File: src/hdl/hbsf_pkg.sv
// Package for the HDLC byte-stuffing framer: command codes, burst types,
// reset values and the FCS and stuffing functions. No dependencies.
package hbsf_pkg;

    localparam int MaxBurst   = 5;
    localparam int BurstWidth = 8 * MaxBurst;
    localparam int CountWidth = $clog2(MaxBurst + 1);

    localparam logic [15:0] FcsInit   = 16'hFFFF;
    localparam logic [15:0] FcsPoly   = 16'h8408;
    localparam logic [7:0]  StuffMask = 8'h20;
    localparam logic [7:0]  FlagReset = 8'h7E;
    localparam logic [7:0]  EscReset  = 8'h7D;

    typedef enum logic [1:0] {
        CMD_START = 2'd0,
        CMD_DATA  = 2'd1,
        CMD_END   = 2'd2,
        CMD_NONE  = 2'd3
    } cmd_t;

    typedef enum logic {
        REG_FLAG   = 1'b0,
        REG_ESCAPE = 1'b1
    } reg_index_t;

    typedef struct packed {
        logic [BurstWidth-1:0] bytes;
        logic [CountWidth-1:0] count;
        logic                  done;
    } burst_t;

    typedef struct packed {
        logic [15:0] bytes;
        logic [1:0]  len;
    } pair_t;

    function automatic logic [15:0] fcs_fold(input logic [15:0] fcs, input logic [7:0] b);
        logic [15:0] v;
        v = fcs ^ {8'h00, b};
        for (int k = 0; k < 8; k++) begin
            v = v[0] ? ((v >> 1) ^ FcsPoly) : (v >> 1);
        end
        return v;
    endfunction

    function automatic pair_t stuff(input logic [7:0] b, input logic [7:0] flag,
                                    input logic [7:0] esc);
        pair_t p;
        if (b == flag || b == esc) begin
            p.bytes = {b ^ StuffMask, esc};
            p.len   = 2'd2;
        end else begin
            p.bytes = {8'h00, b};
            p.len   = 2'd1;
        end
        return p;
    endfunction

endpackage

File: src/hdl/hbsf_encode.sv
// Frame encoder: holds the running FCS and frame state, turns one command
// into a burst of up to five line bytes. Depends on hbsf_pkg.
module hbsf_encode (
    input  logic             aclk,
    input  logic             aresetn,
    input  logic             accept,
    input  logic [1:0]       cmd,
    input  logic [7:0]       data_byte,
    input  logic [7:0]       flag_byte,
    input  logic [7:0]       escape_byte,
    output hbsf_pkg::burst_t burst
);

    logic [15:0] fcs_reg, fcs_next;
    logic        open_reg, open_next;
    hbsf_pkg::pair_t p_data, p_lo, p_hi;
    logic [hbsf_pkg::BurstWidth-1:0] vec;
    logic [hbsf_pkg::CountWidth-1:0] n;

    always_comb begin
        p_data    = hbsf_pkg::stuff(data_byte, flag_byte, escape_byte);
        p_lo      = hbsf_pkg::stuff(fcs_reg[7:0], flag_byte, escape_byte);
        p_hi      = hbsf_pkg::stuff(fcs_reg[15:8], flag_byte, escape_byte);
        vec       = '0;
        n         = '0;
        fcs_next  = fcs_reg;
        open_next = open_reg;
        burst.done = 1'b0;
        case (hbsf_pkg::cmd_t'(cmd))
            hbsf_pkg::CMD_START: begin
                vec       = hbsf_pkg::BurstWidth'(flag_byte)
                          | (hbsf_pkg::BurstWidth'(p_data.bytes) << 8);
                n         = hbsf_pkg::CountWidth'(p_data.len) + 1'b1;
                fcs_next  = hbsf_pkg::fcs_fold(hbsf_pkg::FcsInit, data_byte);
                open_next = 1'b1;
            end
            hbsf_pkg::CMD_DATA: begin
                if (open_reg) begin
                    vec      = hbsf_pkg::BurstWidth'(p_data.bytes);
                    n        = hbsf_pkg::CountWidth'(p_data.len);
                    fcs_next = hbsf_pkg::fcs_fold(fcs_reg, data_byte);
                end
            end
            hbsf_pkg::CMD_END: begin
                if (open_reg) begin
                    vec = hbsf_pkg::BurstWidth'(p_lo.bytes)
                        | (hbsf_pkg::BurstWidth'(p_hi.bytes) << {p_lo.len, 3'b000})
                        | (hbsf_pkg::BurstWidth'(flag_byte)
                           << {3'(p_lo.len) + 3'(p_hi.len), 3'b000});
                    n          = hbsf_pkg::CountWidth'(p_lo.len)
                               + hbsf_pkg::CountWidth'(p_hi.len) + 1'b1;
                    burst.done = 1'b1;
                    fcs_next   = hbsf_pkg::FcsInit;
                    open_next  = 1'b0;
                end
            end
            default: begin
            end
        endcase
        burst.bytes = vec;
        burst.count = n;
    end

    always_ff @(posedge aclk) begin
        if (!aresetn) begin
            fcs_reg  <= hbsf_pkg::FcsInit;
            open_reg <= 1'b0;
        end else if (accept) begin
            fcs_reg  <= fcs_next;
            open_reg <= open_next;
        end
    end

endmodule

File: src/hdl/hbsf_burst.sv
// Output serializer: holds one burst and shifts it out one byte per transfer.
// Depends on hbsf_pkg.
module hbsf_burst (
    input  logic             aclk,
    input  logic             aresetn,
    input  logic             load,
    input  hbsf_pkg::burst_t burst,
    output logic             free,
    output logic             m_tvalid,
    input  logic             m_tready,
    output logic [7:0]       m_tdata,
    output logic             m_tlast,
    output logic             m_tuser
);

    logic [hbsf_pkg::BurstWidth-1:0] bytes_reg;
    logic [hbsf_pkg::CountWidth-1:0] cnt_reg;
    logic                            done_reg;
    logic                            single;

    assign single   = (cnt_reg == hbsf_pkg::CountWidth'(1));
    assign m_tvalid = (cnt_reg != '0);
    assign m_tdata  = bytes_reg[7:0];
    assign m_tlast  = single;
    assign m_tuser  = single && done_reg;
    assign free     = (cnt_reg == '0) || (single && m_tready);

    always_ff @(posedge aclk) begin
        if (!aresetn) begin
            cnt_reg <= '0;
        end else if (load) begin
            cnt_reg <= burst.count;
        end else if (m_tvalid && m_tready) begin
            cnt_reg <= cnt_reg - 1'b1;
        end
    end

    always_ff @(posedge aclk) begin
        if (load) begin
            bytes_reg <= burst.bytes;
            done_reg  <= burst.done;
        end else if (m_tvalid && m_tready) begin
            bytes_reg <= bytes_reg >> 8;
        end
    end

endmodule

File: src/hdl/hdlc_byte_stuff_framer_core.sv
// HDLC byte-stuffing framer with reflected CRC-16 FCS.
// The first line byte is valid in the cycle after the input transfer.
// An item that yields N bytes (0 to 5) occupies the output serializer until its
// last byte transfers; the next item is taken in the cycle its last byte transfers.
// Reset: aresetn synchronous, active low; closes the frame, presets the FCS to all
// ones and returns flag and escape to their default bytes. Depends on hbsf_pkg,
// hbsf_encode, hbsf_burst.
module hdlc_byte_stuff_framer_core (
    input  logic       aclk,
    input  logic       aresetn,
    input  logic       s_tvalid,
    output logic       s_tready,
    input  logic [7:0] s_tdata,   // [7:0] data_byte
    input  logic [1:0] s_tuser,   // [1:0] cmd
    output logic       m_tvalid,
    input  logic       m_tready,
    output logic [7:0] m_tdata,   // [7:0] out_byte
    output logic       m_tlast,
    output logic       m_tuser,   // [0] frame_done
    input  logic       cfg_valid,
    output logic       cfg_ready,
    input  logic       cfg_index,
    input  logic [7:0] cfg_data
);

    logic [7:0]       flag_reg;
    logic [7:0]       esc_reg;
    logic             accept;
    hbsf_pkg::burst_t burst;

    assign cfg_ready = 1'b1;
    assign accept    = s_tvalid && s_tready;

    always_ff @(posedge aclk) begin
        if (!aresetn) begin
            flag_reg <= hbsf_pkg::FlagReset;
            esc_reg  <= hbsf_pkg::EscReset;
        end else if (cfg_valid) begin
            case (hbsf_pkg::reg_index_t'(cfg_index))
                hbsf_pkg::REG_FLAG:   flag_reg <= cfg_data;
                hbsf_pkg::REG_ESCAPE: esc_reg  <= cfg_data;
                default: begin
                end
            endcase
        end
    end

    hbsf_encode u_encode (
        .aclk        (aclk),
        .aresetn     (aresetn),
        .accept      (accept),
        .cmd         (s_tuser),
        .data_byte   (s_tdata),
        .flag_byte   (flag_reg),
        .escape_byte (esc_reg),
        .burst       (burst)
    );

    hbsf_burst u_burst (
        .aclk     (aclk),
        .aresetn  (aresetn),
        .load     (accept),
        .burst    (burst),
        .free     (s_tready),
        .m_tvalid (m_tvalid),
        .m_tready (m_tready),
        .m_tdata  (m_tdata),
        .m_tlast  (m_tlast),
        .m_tuser  (m_tuser)
    );

endmodule

File: config.mk
export PLATFORM = sky130hd
export DESIGN_NAME = hdlc_byte_stuff_framer_core
export DESIGN_NICKNAME = d
export VERILOG_FILES = /design/src/hdl/hbsf_pkg.sv /design/src/hdl/hbsf_encode.sv /design/src/hdl/hbsf_burst.sv /design/src/hdl/hdlc_byte_stuff_framer_core.sv
export SDC_FILE = /design/constraint.sdc
export NUM_CORES = 1
export LEC_CHECK = 0
export ABC_AREA = 1
export BUFFER_PORTS_ARGS = -buffer_cell sky130_fd_sc_hd__buf_4
export CAP_MARGIN = 25
export CORE_UTILIZATION = 40
export DETAILED_ROUTE_END_ITERATION = 8
export PLACE_DENSITY = 0.57
export SETUP_SLACK_MARGIN = 0.4
export SKIP_LAST_GASP = 1
export SLEW_MARGIN = 20
export SYNTH_ARGS = -nofsm -noshare
export SYNTH_HDL_FRONTEND = slang
export SYNTH_HIERARCHICAL = 1
export SYNTH_SLANG_ARGS = --single-unit
File: constraint.sdc
create_clock -name aclk -period 6.05 [get_ports aclk]
set_input_delay 0.3025 -clock aclk [delete_from_list [all_inputs] [get_ports aclk]]
set_output_delay 0.3025 -clock aclk [all_outputs]
set_load 0.03 [all_outputs]
==> impl_metrics.toml, run 1 <==
[power]
power_density_nw_per_um2 = 364.0
power_switching_mw = 1.027
sequentialPowerShare_pct = 38.2
power_frac_clock_pct = 19.4
pwr-share-comb_pct = 42.4
p_leak_nw = 3.251
switching_share_pct = 42.23
internal_power_mw = 1.405
peakVddDrop_v = 0.0001533

[floorplanning]
rows = 45
die_h_um = 127.4
ios = 37
core_area_um2 = 15260
start_util_pct = 41.22
die-area_um2 = 16230
die_w_um = 127.4

[route]
num_vias = 6308
drt_iter0_drc = 665
ant_nets = 0
drc = 0
drt_wl_total_um = 20310
vias_per_cell = 5.346
avgRoutedWirePerCell_um = 17.21
drtPass1Iterations = 5

[cts]
htreeDepth = 3
clock_sinks = 77
cts_tree = "done"
clk_pin_slew_ps = 60
clock_latency_ps = 350
cts_max_path_buffers = 2
numCtsBuffers = 9
clock_tree.root_cell = "clkbuf_16"
post_cts_buffers = 0
cts_hold_buffers = 0
post_cts_resized = 0

[critical_path]
cp_cell_sequence = "nand2_1 > and2_1 > nand2_1 > nor2_4 > nand2_4 > nand2_4 > ha_1 > inv_1 > nand3_1 > nand3_1 > nand2_1 > nand2_1 > nand2_1 > nand2_1"
cp_slowest_cell = "ha_1"
slowest_delay_ps = 830
worst_setup_path_end_kind = "register"
worstPathRequired_ps = 6150
cp-start-kind = "register"
worst_path_most_repeated_cell = "nand2_1"
arrival_ps = 3560
crit_fanout = 33
path_class = "reg -> reg"

[run_status]
outcome = "finished clean"

[global_routing]
grt_max_degree = 52
grt_pass1_wl_um = 32190
grtUsageTotal_pct = 25.93
grt_pass1_vias = 5920
antenna_found_initial = 0
overflow = 0

[logic_synthesis]
async_flop_share_pct = 0
syn_area_per_cell_um2 = 6.438
syn-num-nets = 1011
synthTopCellsByArea = "nand2_1 (21%), edfxtp_1 (20%), nand3_1 (14%)"
yosysUniqueCellTypes = 37
synth_area_leader_cell = "nand2_1"
synth_enable_flop_cells = 41
ys_seq_elements = 77
synth_top_flop_cell = "edfxtp_1"
synth_area_um2 = 6290
synth_commonest_cells = "nand2_1 (356), nand3_1 (171), inv_1 (79)"
synth_top_area_share_pct = 21.25
yosys.cell_count.top_type = "nand2_1"
synth-seq-area-share_pct = 31.03
syn_inst = 977
yosys_warnings = 6

[sta]
fmax_ghz = 0.2889
max_slew_margin_pct = 47.16
tns_ps = 0
worstMarginPinSlew_ps = 792.6
rsz0062_at_grt = "false"
fin_crit_ps = 3461
whs_ps = 161.6
finalSetupViolCount = 0
slew_violations = 0
period_share_pct = 57.21
finClkSkew_ps = 6.517
finalHoldViolCount = 0

[cells_and_area]
final_util_pct = 43.77
syn_to_final_growth_pct = 6.187
layout.nets = 999
largest_reg_flops = 40
drive_above_1_share_pct = 9.907
insertedDiodeCount = 0

[worst_hold_path]
hold_class = "in -> reg"

[placement]
portBuffers = 35
place_hpwl_um = 14800
gp_congestion = 0.9654

[run]
drv_cap = 0
==> cells by family (layout without fill, tap and decap cells) <==
family / Yosys count / count (layout) / share of synthesized area, %
compound gates: 81 / 81 / 7.221
buf+inv: 165 / 157 / 12.71
flops: 77 / 77 / 31.03
fa+ha+maj: 10 / 10 / 1.989
other cells: 1 / 1 / 0.05962
xor+xnor: 35 / 35 / 4.874
simple gates: 608 / 608 / 42.11
==> power groups by stage <==
stage          clock network [mW]  logic (mW)  registers (mW)
3_3_place_gp                    0        1.03           0.935
6_report                    0.473        1.03           0.928
5_1_grt                     0.506        1.15           0.945
4_1_cts                     0.487        1.03           0.926
2_1_floorplan                   0       0.859           0.875
3_5_place_dp                    0        1.03           0.936
==> cells in the final DEF, fill, tap and decap left out, drive strengths merged <==
cell type / synthesis / final
edfxtp: 41 / 41
o21ai: 24 / 24
o221ai: 2 / 2
inv: 102 / 102
nand3: 171 / 171
nand2: 368 / 368
and2: 5 / 5
buf: 51 / 38
o211ai: 8 / 8
nand4: 4 / 4
ha: 10 / 10
dfxtp: 36 / 36
a21oi: 43 / 43
xnor2: 28 / 28
nor2: 51 / 51
o22ai: 1 / 1
a31oi: 2 / 2
clkbuf: 10 / 11
xor2: 7 / 7
a211oi: 1 / 1
nor3: 9 / 9
clkinv: 2 / 6
conb: 1 / 1
==> metal layers <==
layer  vias up  routed length (um)  track usage (%)
met1      2838                9088            35.52
met3        65                1734            5.653
li1       3103                   -                -
met2       302                8717            38.96
met4         0                 769            11.69
met5         -                   0                0
==> critical path, delay by kind of cell (launching register included) <==
kind / cells / cell delay, ps
flops: 1 / 680
buf+inv: 1 / 340
fa+ha+maj: 1 / 830
simple gates: 12 / 1350
==> worst paths after layout <==
kind                         start                    end  slack, ps  depth (start not counted)
min                    cfg_data[5]             esc_reg[5]        160                          3
min reg2reg  u_burst/bytes_reg[32]  u_burst/bytes_reg[24]        500                          2
max                    flag_reg[6]  u_burst/bytes_reg[19]       2590                         14
max reg2reg            flag_reg[6]  u_burst/bytes_reg[19]       2590                         14
==> through the flow <==
stage          power [mW]  cells  cell area (um2)  setup WS, ps
2_1_floorplan       1.735    977             6290          3306
3_3_place_gp        1.966   1165             6430          2806
3_5_place_dp        1.967   1165             6430          2763
4_1_cts             2.447   1180             6679          2740
5_1_grt             2.605   1180             6679          2461
6_report            2.431   1180             6679          2589
==> area by class of cell <==
cell class	instances	area [um2]
Multi-Input combinational cell	735	3538
Timing Repair Buffer	38	285.3
Tap cell	211	264.0
Sequential cell	77	1952
Clock inverter	4	16.27
Fill cell	1661	8579
Clock buffer	11	232.7
Inverter	104	390.4
Power figures use the tool's default switching activity.
==> run 2, diff against run 1 <==
PLACE_DENSITY = 0.59   (was 0.57)
clock period = 2.8 ns   (was 6.05 ns; I/O delays follow)
==> impl_metrics.toml, run 2 (synthesized netlist as in run 1, its figures left out) <==
[cells_and_area]
drive_above_1_share_pct = 18.01
most-common-layout-cells = "nand2_1 (355), nand3_1 (171), buf_4 (77)"
syn_to_final_growth_pct = 14.92
final_common_cell = "nand2_1"
layout.nets = 1045
largest_reg_flops = 40
final_area_um2 = 7228
insertedDiodeCount = 0

[critical_path]
reg2reg_setup_slack_ps = 520
path_class = "reg -> reg"
worst_setup_path_end_kind = "register"
r2r_start = "u_encode/fcs_reg[6]"
cp-startpoint = "u_encode/fcs_reg[6]"
crit_fanout = 9
worstPathRequired_ps = 2890
arrival_ps = 2380
cp-start-kind = "register"
reg2reg_depth = 16
r2r-end = "u_burst/bytes_reg[23]"
cp-endpoint = "u_burst/bytes_reg[23]"

[sta]
slew_violations = 0
rsz0062_at_grt = "true"
finalHoldViolCount = 0
worstMarginPinSlew_ps = 581.8
finalSetupViolCount = 0
setup_ws_ps = 518.2
period_share_pct = 81.49
tns_ps = 0
max_slew_margin_pct = 61.16
fin_crit_ps = 2282
finClkSkew_ps = 8.111
fmax_ghz = 0.4382

[route]
num_vias = 6603
drtPass1Iterations = 5
drt_wl_total_um = 22170
drc = 0
ant_nets = 0
drt_iter0_drc = 805
avgRoutedWirePerCell_um = 18.07
vias_per_cell = 5.381

[floorplanning]
core_area_um2 = 15260
die_w_um = 127.4
start_util_pct = 41.22
rows = 45
die-area_um2 = 16230
die_h_um = 127.4
ios = 37

[worst_hold_path]
min-delay-start = "cfg_data[4]"
hold_class = "in -> reg"

[power]
finalPower_mw = 5.690
power_density_nw_per_um2 = 787.1
p_leak_nw = 3.480
peakVddDrop_v = 0.0003521

[placement]
gp_congestion = 1.031
post_dp_cell_area_um2 = 6701
place_hpwl_um = 15900
pre_cts_slack_ps = 199.8
portBuffers = 35

[cts]
clock_latency_ps = 350
cts_tree = "done"
clk_pin_slew_ps = 60
numCtsBuffers = 9
htreeDepth = 3
clock_sinks = 77
cts_max_path_buffers = 2
clock_tree.root_cell = "clkbuf_16"

[global_routing]
antenna_found_initial = 0
grt_max_degree = 47
overflow = 0
grtUsageTotal_pct = 28.36
grt_pass1_vias = 6214
grt_pass1_wl_um = 34630

[run]
drv_cap = 0

[run_status]
outcome = "finished clean"
[run 2: changes by cell type in the layout (fill, tap and decap cells not counted), moves of 2 or more]
cell / previous run / this run
dfxtp_1: 36 / 11
dfxtp_4: 0 / 12
clkinv_1: 5 / 3
nor2_1: 41 / 39
inv_1: 79 / 71
clkinvlp_4: 0 / 4
inv_2: 23 / 28
buf_4: 38 / 77
nor2_2: 8 / 10
dfxtp_2: 0 / 13
buf_12: 0 / 4
bufinv_16: 0 / 2
[run 2: routing by layer]
layer	part of all wire (%)	global-route usage (%)	routed length [um]	vias to the layer above
met4	3.8	15.69	834	0
li1	-	-	-	3184
met3	8.1	4.397	1792	51
met2	45	43.17	9996	358
met1	43	38.45	9549	3010
met5	0	0	0	-
[run 2: critical path: stages, from the launching register on]
cell and delay [ps]:
dfxtp_2 400, inv_1 110, nand2_1 70, and2_1 140, nand2_1 90, nor2_4 130
nand2_4 100, nand2_4 80, ha_2 200, clkinvlp_4 90, buf_4 170, nand3_1 90
nand3_1 120, nand2_1 80, nand2_1 40, nand2_1 60, nand2_1 50
[run 2: worst min-delay path by stage]
| stage | slack, ps | endpoint | cells past startpoint |
|---|---|---|---|
| after global routing | 10 | esc_reg[4] | 3 |
| after CTS | 2 | esc_reg[2] | 3 |
| after detailed placement | 360 | esc_reg[3] | 3 |
| after global placement | 360 | esc_reg[3] | 3 |
| final | 10 | esc_reg[4] | 3 |
| after floorplan | 210 | u_encode/fcs_reg[13] | 1 |
[run 2: layout make-up]
class	instances	area, um2
Sequential cell	77	2013
Fill cell	1595	8030
Multi-Input combinational cell	735	3555
Tap cell	211	264.0
Clock inverter	6	77.57
Timing Repair Buffer	84	684.4
Inverter	104	405.4
Clock buffer	10	229.0
[run 2: stage by stage]
stage	hold WS [ps]	utilization [%]	cells
5_1_grt	11.70	47.37	1227
6_report	10.01	47.37	1227
2_1_floorplan	209.1	-	977
4_1_cts	1.544	46.45	1218
3_5_place_dp	361.9	43.92	1197
3_3_place_gp	357.3	43.92	1197
[run 2: what timing repair did]
action | CTS | global route
resized for setup | 25 | 25
setup endpoints to repair | 35 | 32
pin swaps | 0 | 1
hold buffers | 1 | 0
buffers inserted | 4 | 9
endpoints found under the hold margin | 1 | 0
[run 2: where the power goes]
group | switching, mW | internal (mW) | total [mW]
Sequential | 0.212 | 1.75 | 1.97
Combinational | 1.65 | 0.837 | 2.49
Clock | 0.460 | 0.771 | 1.23
Total | 2.33 | 3.36 | 5.69
